**config.mk**
```make
export PLATFORM = sky130hd
export DESIGN_NAME = tcgr_ctrl
export DESIGN_NICKNAME = d
export VERILOG_FILES = /design/src/rtl/tcgr_pkg.sv /design/src/rtl/tcgr_ctrl.sv
export VERILOG_INCLUDE_DIRS = /design/src /design/src/rtl
export SDC_FILE = /design/constraint.sdc
export NUM_CORES = 1
export LEC_CHECK = 0
export BUFFER_PORTS_ARGS = -buffer_cell sky130_fd_sc_hd__buf_2
export CAP_MARGIN = 20
export CORE_AREA = 2 2 39 41
export DETAILED_ROUTE_END_ITERATION = 6
export DIE_AREA = 0 0 41 43
export PLACE_DENSITY_LB_ADDON = 0.05
export SETUP_SLACK_MARGIN = 0.02
export SLEW_MARGIN = 20
export SYNTH_ARGS = -nofsm -noshare
export SYNTH_HDL_FRONTEND = slang
export SYNTH_SLANG_ARGS = --single-unit
```
**constraint.sdc**
```tcl
create_clock -name clk -period 1.5 [get_ports clk]
set_input_delay 0.075 -clock clk [delete_from_list [all_inputs] [get_ports clk]]
set_output_delay 0.075 -clock clk [all_outputs]
set_load 0.02 [all_outputs]
```
**src/rtl/assert_macros.svh**
```systemverilog
// ----------------------------------------------------------------------------
// assertion macros
// shared concurrent assertion forms, compiled out with NO_ASSERTIONS
// ----------------------------------------------------------------------------
`ifndef ASSERT_MACROS_SVH
`define ASSERT_MACROS_SVH

`ifndef NO_ASSERTIONS

// expression holds at every edge out of reset
`define ASSERT_HOLDS(lbl, clk, rst, expr, msg) \
  lbl: assert property (@(posedge clk) disable iff (rst) (expr)) else $error(msg);

// consequent holds in the same cycle as the antecedent
`define ASSERT_IMPLIES(lbl, clk, rst, ante, cons, msg) \
  lbl: assert property (@(posedge clk) disable iff (rst) (ante) |-> (cons)) else $error(msg);

// consequent holds in the cycle after the antecedent
`define ASSERT_NEXT(lbl, clk, rst, ante, cons, msg) \
  lbl: assert property (@(posedge clk) disable iff (rst) (ante) |=> (cons)) else $error(msg);

`else

`define ASSERT_HOLDS(lbl, clk, rst, expr, msg)
`define ASSERT_IMPLIES(lbl, clk, rst, ante, cons, msg)
`define ASSERT_NEXT(lbl, clk, rst, ante, cons, msg)

`endif

`endif

```
**src/rtl/tcgr_pkg.sv**
```systemverilog
// ----------------------------------------------------------------------------
// tcgr_pkg
// types, codes and helpers shared by the text console glyph renderer
// ----------------------------------------------------------------------------
package tcgr_pkg;

  localparam int MAX_COLUMNS = 512;
  localparam int MAX_ROWS    = 256;

  localparam logic [7:0] CHAR_NEWLINE = 8'd10;
  localparam logic [7:0] COLOR_FIELD  = 8'hff;

  typedef enum logic [1:0] {
    OP_LOAD  = 2'd0,
    OP_CHAR  = 2'd1,
    OP_CLEAR = 2'd2
  } op_t;

  typedef enum logic [1:0] {
    KIND_ROW    = 2'd0,
    KIND_SCROLL = 2'd1,
    KIND_CLEAR  = 2'd2
  } kind_t;

  typedef enum logic [2:0] {
    REG_TEXT_COLUMNS = 3'd0,
    REG_TEXT_ROWS    = 3'd1,
    REG_LINE_PITCH   = 3'd2,
    REG_FRAME_BASE   = 3'd3,
    REG_RED_SHIFT    = 3'd4,
    REG_GREEN_SHIFT  = 3'd5,
    REG_BLUE_SHIFT   = 3'd6
  } cfg_reg_t;

  typedef enum logic [2:0] {
    ST_IDLE,
    ST_LINE,
    ST_ADDR,
    ST_ROWS,
    ST_SCROLL,
    ST_CLEAR
  } state_t;

  typedef struct packed {
    logic [1:0]  op;
    logic [7:0]  char_code;
    logic [11:0] font_slot;
    logic [7:0]  font_bits;
  } in_item_t;

  typedef struct packed {
    logic [1:0]  kind;
    logic [31:0] row_address;
    logic [7:0]  row_pattern;
    logic [31:0] pixel_color;
    logic        last;
  } out_item_t;

  typedef struct packed {
    logic [2:0]  index;
    logic [31:0] data;
  } cfg_write_t;

  // controller to datapath
  typedef struct packed {
    logic take;
    logic mult;
    logic seed;
    logic emit_row;
    logic emit_scroll;
    logic emit_clear;
  } ctrl_cmd_t;

  // datapath to controller
  typedef struct packed {
    logic draw;
    logic scroll;
    logic scroll_pend;
    logic row_last;
    logic out_free;
  } dp_status_t;

  // white from three field positions, bits above 31 dropped
  function automatic logic [31:0] color_word(input logic [4:0] r_sh,
                                             input logic [4:0] g_sh,
                                             input logic [4:0] b_sh);
    logic [39:0] w;
    w = ({32'd0, COLOR_FIELD} << r_sh) | ({32'd0, COLOR_FIELD} << g_sh) |
        ({32'd0, COLOR_FIELD} << b_sh);
    return w[31:0];
  endfunction

endpackage

```
**src/rtl/tcgr_ctrl.sv**
```systemverilog
// ----------------------------------------------------------------------------
// tcgr_ctrl
// sequencer: accepts items, steps address setup, scroll and clear commands and glyph row emission
// ----------------------------------------------------------------------------
`include "assert_macros.svh"

module tcgr_ctrl (
  input  logic                  clk,
  input  logic                  rst,
  input  logic                  cmd_valid,
  input  logic [1:0]            cmd_op,
  output logic                  cmd_ready,
  input  tcgr_pkg::dp_status_t  status,
  output tcgr_pkg::ctrl_cmd_t   ctrl
);

  tcgr_pkg::state_t state, state_next;

  always_ff @(posedge clk) begin
    if (rst) begin
      state <= tcgr_pkg::ST_IDLE;
    end else begin
      state <= state_next;
    end
  end

  always_comb begin
    state_next = state;
    cmd_ready  = 1'b0;
    ctrl       = '0;
    unique case (state)
      tcgr_pkg::ST_IDLE: begin
        cmd_ready = 1'b1;
        if (cmd_valid) begin
          ctrl.take = 1'b1;
          unique case (cmd_op)
            tcgr_pkg::OP_CHAR: begin
              if (status.draw) begin
                state_next = tcgr_pkg::ST_LINE;
              end else if (status.scroll) begin
                state_next = tcgr_pkg::ST_SCROLL;
              end
            end
            tcgr_pkg::OP_CLEAR: begin
              state_next = tcgr_pkg::ST_CLEAR;
            end
            default: ;
          endcase
        end
      end
      tcgr_pkg::ST_LINE: begin
        ctrl.mult  = 1'b1;
        state_next = tcgr_pkg::ST_ADDR;
      end
      tcgr_pkg::ST_ADDR: begin
        ctrl.seed  = 1'b1;
        state_next = tcgr_pkg::ST_ROWS;
      end
      tcgr_pkg::ST_ROWS: begin
        if (status.out_free) begin
          ctrl.emit_row = 1'b1;
          if (status.row_last) begin
            state_next = status.scroll_pend ? tcgr_pkg::ST_SCROLL : tcgr_pkg::ST_IDLE;
          end
        end
      end
      tcgr_pkg::ST_SCROLL: begin
        if (status.out_free) begin
          ctrl.emit_scroll = 1'b1;
          state_next       = tcgr_pkg::ST_IDLE;
        end
      end
      tcgr_pkg::ST_CLEAR: begin
        if (status.out_free) begin
          ctrl.emit_clear = 1'b1;
          state_next      = tcgr_pkg::ST_IDLE;
        end
      end
      default: begin
        state_next = tcgr_pkg::ST_IDLE;
      end
    endcase
  end

  `ASSERT_HOLDS(a_one_emit, clk, rst, $onehot0({ctrl.emit_row, ctrl.emit_scroll, ctrl.emit_clear}), "more than one result emitted in a cycle")
  `ASSERT_IMPLIES(a_ready_quiet, clk, rst, cmd_ready, !(ctrl.emit_row || ctrl.emit_scroll || ctrl.emit_clear || ctrl.mult || ctrl.seed), "input taken while an item is in flight")
  `ASSERT_NEXT(a_rows_end, clk, rst, ctrl.emit_row && status.row_last, state != tcgr_pkg::ST_ROWS, "glyph emission ran past its final row")

endmodule

```
# Word level (Yosys, flattened, before mapping)

Cells that the tools add are included.

Input port bits: 10
Latch bits: 0
Memory bits (writable): 0
Memory bits (read-only): 0
Memories: 0
Flip-flop bits (word level): 3
Logic and storage cells: 35

Reductions and logical operators: 3
Multipliers: 0
Magnitude comparators: 0
Bitwise logic cells: 0
Equal/unequal tests: 13
Mux-type cells: 18
Shift-type cells: 0
Add/subtract/negate cells: 0
Div/mod/pow operators: 0

Operator list:

| operator                                              | number |
|---|---|
| 2-to-1 mux 3 bit                                      | 7 |
| one-hot mux 3 bit (5 select lines)                    | 1 |
| 2-to-1 mux 1 bit                                      | 9 |
| == test 3 x 2 -> 1 bit, second input constant         | 2 |
| == test 3 bit, second input constant                  | 2 |
| inequality test 2 bit, second input constant          | 3 |
| one-hot mux 3 bit (2 select lines)                    | 1 |
| AND reduction 6 bit                                   | 1 |
| inequality test 4 bit, second input constant          | 1 |
| == test 3 x 1 -> 1 bit, second input constant         | 1 |
| logical NOT 3 bit                                     | 1 |
| inequality test 3 x 1 -> 1 bit, second input constant | 1 |
| == test 2 x 1 -> 1 bit, second input constant         | 1 |
| == test 2 bit, second input constant                  | 1 |
| inequality test 2 x 1 -> 1 bit, second input constant | 1 |
| OR reduction 2 bit                                    | 1 |

# Depth between registers and ports, before layout

Gate-level depths: netlist of run 1.

Depth in word-level cells: 5
Mapped depth: 4
Mapped depth without buffers: 4

# Worst setup path after synthesis of run 1

No wires, ideal clock.

Kind: reg2out
Start: register state[0]
End: output ctrl[4] (netlist bit)
Arrival: 1.122 ns
Setup slack: 0.303 ns
Stages on the path, launching flop included: 3
Cell sequence: dfxtp_1 > buf_2 > nor3b_1

RTL lines:

| item                   | line            | RTL |
|---|---|---|
| start, declared        | tcgr_ctrl.sv:17 | `tcgr_pkg::state_t state, state_next;` |
| start signal, assigned | tcgr_ctrl.sv:21 | `state <= tcgr_pkg::ST_IDLE;` |
| start signal, assigned | tcgr_ctrl.sv:23 | `state <= state_next;` |
| end, declared          | tcgr_ctrl.sv:14 | `output tcgr_pkg::ctrl_cmd_t ctrl` |

==> run summary, run 1 <==
Cells along the critical path = nor3_4 > and2_2 > buf_2
Drt pass-1 iters = 3
Hold Crit Start = status[1]
Worst slew pin tran = 0.431 ns
Max Freq = 0.759 GHz
Min setup slack post-route = 0.182 ns
Die ar. = 0.00176 mm^2
Worst Path Required = 1.42 ns
Max Slew Vio Count = 0
Sequential area share after synthesis = 0.211
Crit Path Class = register to output port
Filler cells = 157
Synth cell types = 23
Starting DRT DRC Count = 4
Initial Util = 0.205
Share of cells above drive strength 1 = 0.418
CTS Root Cell = clkbuf_4
Gpl congestion = 0.815
Top Ports = 17
Tmin final = 1.32 ns
Synth Cell Area = 284 um^2
Hold Path Class = input port to register
Cell area power density = 1760 mW/mm^2
Worst Clk Skew = 0.00222 ns
Final setup viols = 0
Synth Warn # = 0
First-pass GRT wire length = 1.35 mm
Gr usage total = 0.109
Max reg flops = 3
Worst-path fanout max = 13
GRT overflow = 0
Post-layout instance area = 408 um^2
Worst-path clk slew = 0.03 ns
Hold_ws = 0.100 ns
Final nets = 66
CTS Sinks = 3
Worst r2r src = state[1]
Die width = 41 um
Power, Total = 719 uW
Leading cell type in the layout, fill and taps excluded = buf_2
Number of CTS-inserted buffers = 3
Via count = 338
Top post-synthesis cells by area = dfxtp_1, a41oi_1, nor3_4, nor3b_1, o31ai_1
Crit start category = register
Vias in the first global route = 343
Final Hold Fails = 0
ANT nets after route = 0
Final period util = 0.879
TritonCTS clock tree = yes
Diodes inserted = 0
Largest net degree at the start of global routing = 14
Most frequent cells in the layout = buf_2, nand2_1, clkbuf_4, dfxtp_1
PostCTS Resize Cnt = 0
Cell area after placement = 382 um^2
Crit path arrival time = 1.24 ns
Critical path origin = state[0]
Top cell type's share of synthesized area = 0.211
Status = finished clean
Die Y = 43 um
Drt wl/cell = 11.6 um
Drt via density = 4.76
Max Buffers Root-to-Sink = 2
H-tree depth = 1
Largest registers = state (3)
WL final = 824 um
Gate Count Post-Synth = 36
Post-CTS Setup Repair Bufs = 0
Max-Cap Viols = 0
Rows = 14
Hold buffers post-CTS = 0
Largest area contributor in the netlist = dfxtp_1
TNS Setup = 0 ns
I/O Buffers = 16
Slowest cell on crit path = dfxtp_1
Leak pwr = 0.000187 uW
Rel. slew slack = 0.712
Core area = 0.00138 mm^2
Top reg by flops = state
Peak VDD IR = 0.00102 V
DP HPWL = 672 um
Flip-flop and latch area = 60.1 um^2
Pre-CTS WS = 0.344 ns
Area grow syn2layout = 43.6%
Synthesized area per cell = 7.89 um^2
Clk_lat worst skew = 0.23 ns
Multi-input logic area = 210 um^2
CP peak stage delay = 0.57 ns
# DRC = 0
Synth Register Bits = 3
Initial antenna violation count = 0
Net Count, Synth = 46
Setup crit end kind = output port
RSZ-0062 raised after global routing = false
-- power by group --
group          switching (uW)  internal [uW]
sequential               82.3            112
clock                    37.6           99.4
combinational             217            171
total                     337            382
-- final cells by class --
class / instances / area share
tap: 16 / 0.0491
inverter: 1 / 0.00920
timing repair buffer: 17 / 0.215
multi-input combinational: 30 / 0.515
sequential: 3 / 0.147
clock buffer: 4 / 0.0644
-- metrics by stage --
stage / std cells / util
final: 71 / 0.295
after global routing: 71 / 0.295
after CTS: 71 / 0.295
after detailed placement: 67 / 0.276
after global placement: 67 / 0.276
after floorplan: 36 / -
-- synthesized netlist by cell type --
| library cell | number |
|---|---|
| and3_1 | 1 |
| nor3_4 | 1 |
| a31o_1 | 1 |
| and2_2 | 1 |
| inv_1 | 1 |
| and2b_1 | 1 |
| buf_2 | 2 |
| nand3b_1 | 1 |
| and4_1 | 1 |
| o211ai_1 | 1 |
| o211ai_2 | 1 |
| o31ai_1 | 2 |
| o2111a_1 | 1 |
| dfxtp_1 | 3 |
| nor3b_1 | 2 |
| nand3_1 | 1 |
| o21ai_0 | 2 |
| nor2_1 | 2 |
| a21oi_1 | 2 |
| nand2b_1 | 2 |
| a41oi_1 | 2 |
| nor2b_1 | 2 |
| nand2_1 | 3 |
-- logic make-up (layout without fill, tap and decap cells) --
logic type	count (synthesis)	in the layout	share of synthesized area
AND/OR/NAND/NOR	18	18	0.414
buffers and inverters	3	22	0.0484
flip-flops	3	3	0.211
AO/OA/AOI/OAI	12	12	0.326
-- worst max-delay path: cells and delay by family (launching register included) --
family	cells	cell delay, ns
buffers and inverters	1	0.15
DFF	1	0.57
and+or+nand+nor	2	0.29
-- layer usage --
layer / global-route usage / share of wire / vias up / routed length, um
met5: 0 / 0 / - / 0
met3: 0.0524 / 0.035 / 0 / 29
met1: 0.132 / 0.43 / 158 / 353
li1: - / - / 176 / -
met2: 0.159 / 0.54 / 4 / 441
met4: 0.0400 / 0 / 0 / 0
-- worst paths after layout --
path	end	cells after the start	slack (ns)
min reg2reg	state[1]	1	0.68
max reg2reg	state[0]	4	0.33
max	ctrl[5]	3	0.18
min	state[1]	2	0.10
Note: power is estimated with default switching activity, not from simulation.
==> inputs of run 2 (changes only) <==
Clock period 1.5 ns to 1.3 ns, I/O delays scaled along.
==> run summary, run 2 (synthesis results as in run 1) <==
Cell area after placement = 382 um^2 (unchanged)
Largest net degree at the start of global routing = 14 (unchanged)
Pre-CTS WS = 0.144 ns (was 0.344 ns)
ANT nets after route = 0 (unchanged)
Max Slew Vio Count = 0 (unchanged)
Post-layout instance area = 414 um^2 (was 408 um^2)
Placed Cells = 67 (unchanged)
Drt via density = 4.65 (was 4.76)
Die Y = 43 um (unchanged)
Status = finished clean (unchanged)
Final period util = 0.938
Crit Path Class = register to output port (unchanged)
CTS Root Cell = clkbuf_4 (unchanged)
Worst Path Required = 1.24 ns (was 1.42 ns)
Number of CTS-inserted buffers = 3 (unchanged)
Drt pass-1 iters = 2 (was 3)
Rel. slew slack = 0.844 (was 0.712)
Post-CTS Setup Repair Bufs = 0 (unchanged)
Top Ports = 17 (unchanged)
Top reg by flops = state (unchanged)
Flop pwr share = 0.282 (was 0.270)
Sw Ratio = 0.462 (was 0.468)
Setup crit end kind = output port (unchanged)
Crit start category = register (unchanged)
First-pass GRT wire length = 1.37 mm (was 1.35 mm)
Min setup slack post-route = 0.0810 ns (was 0.182 ns)
Diodes inserted = 0 (unchanged)
Hold Crit Start = status[1] (unchanged)
Max-Cap Viols = 0 (unchanged)
Most frequent cells in the layout = buf_2, nand2_1, clkbuf_4 (was buf_2, nand2_1, clkbuf_4, dfxtp_1)
Initial antenna violation count = 0 (unchanged)
Via count = 330 (was 338)
Leading cell type in the layout, fill and taps excluded = buf_2 (unchanged)
Die width = 41 um (unchanged)
Critical path origin = state[1] (was state[0])
Fin cells = 71 (unchanged)
Worst-path fanout max = 5 (was 13)
TritonCTS clock tree = yes (unchanged)
Final Hold Fails = 0 (unchanged)
Vias in the first global route = 349 (was 343)
Crit path arrival time = 1.15 ns (was 1.24 ns)
Hold Path Class = input port to register (unchanged)
CTS Sinks = 3 (unchanged)
Largest registers = state (3) (unchanged)
WL final = 836 um (was 824 um)
Max reg flops = 3 (unchanged)
Worst-path clk slew = 0.03 ns (about the same)
Worst r2r src = state[1] (unchanged)
GRT overflow = 0 (unchanged)
Hold buffers post-CTS = 0 (unchanged)
Worst Clk Skew = 0.00293 ns (was 0.00222 ns)
Comb power frac = 0.530 (was 0.540)
End-of-flow core utilization = 0.299 (was 0.295)
Peak VDD IR = 0.00121 V (was 0.00102 V)
Drt wl/cell = 11.8 um (was 11.6 um)
# DRC = 0 (unchanged)
Area grow syn2layout = 45.8% (was 43.6%)
I/O Buffers = 16 (unchanged)
Initial Util = 0.205 (unchanged)
Worst slew pin tran = 0.233 ns (was 0.431 ns)
Gpl congestion = 0.815 (unchanged)
H-tree depth = 1 (unchanged)
Tmin final = 1.22 ns
RSZ-0062 raised after global routing = false (unchanged)
Gr usage total = 0.111 (was 0.109)
Clk pwr share = 0.188 (was 0.190)
Share of cells above drive strength 1 = 0.473 (was 0.418)
Leak pwr = 0.000189 uW (was 0.000187 uW)
DP HPWL = 672 um (unchanged)
Max Freq = 0.820 GHz
Rows = 14 (unchanged)
Core area = 0.00138 mm^2 (unchanged)
Max Buffers Root-to-Sink = 2 (unchanged)
Cell area power density = 2040 mW/mm^2 (was 1760 mW/mm^2)
Final setup viols = 0 (unchanged)
Final nets = 66 (unchanged)
Switching Power = 390 uW (was 337 uW)
TNS Setup = 0 ns (unchanged)
P_int = 454 uW (was 382 uW)
Die ar. = 0.00176 mm^2 (unchanged)
Clk_lat worst skew = 0.23 ns (about the same)
Starting DRT DRC Count = 1 (was 4)
==> run 2: cell types whose count changed in the layout (fill, tap and decap cells not counted) <==
cell,change
dfxtp_1,-3
dfxtp_2,+2
dfxtp_4,+1
==> run 2: final timing paths <==
| path | slack [ns] | end | depth (start not counted) |
|---|---|---|---|
| worst max-delay path | 0.08 | ctrl[0] | 3 |
| worst min register to register | 0.60 | state[1] | 1 |
| worst max register to register | 0.17 | state[0] | 4 |
| worst min-delay path | 0.08 | state[1] | 2 |
==> run 2: final cells by class <==
class	instances	area (um^2)
fillers	160	970
clock buffers	4	26.3
well taps	16	20.0
repair buffers	17	87.6
multi-input cells	30	210
flip-flops and latches	3	66.3
inverters	1	3.75
==> run 2: metrics by stage <==
step | power, uW | hold WS, ns
5_1_grt | 919 | 0.0851
4_1_cts | 855 | 0.0832
2_1_floorplan | 536 | 0.204
3_5_place_dp | 678 | 0.334
6_report | 844 | 0.0825
3_3_place_gp | 671 | 0.318
==> run 2: power by group through the flow <==
stage	Combinational [uW]	Sequential (uW)	Clock [uW]
floorplan	356	180	0
global placement	449	222	0
detailed placement	454	224	0
CTS	456	231	168
global route	488	252	180
finish	447	238	159
==> run 2: critical path, stage by stage, from the launching register on <==
cell	delay, ns
dfxtp_2	0.38
and2b_1	0.22
and3_1	0.17
buf_2	0.15
==> run 2: repair_timing <==
action / in CTS / in global routing
endpoints found under the setup margin: 5 / 2
resized for setup: 3 / 1
pin swaps: 0 / 1
==> run 2: per-layer routing <==
| metal | wire length (um) | vias up | GRT usage |
|---|---|---|---|
| met3 | 29 | 0 | 0.0524 |
| met4 | 0 | 0 | 0.0400 |
| li1 | - | 175 | - |
| met2 | 434 | 4 | 0.163 |
| met1 | 372 | 151 | 0.135 |
| met5 | 0 | - | 0 |
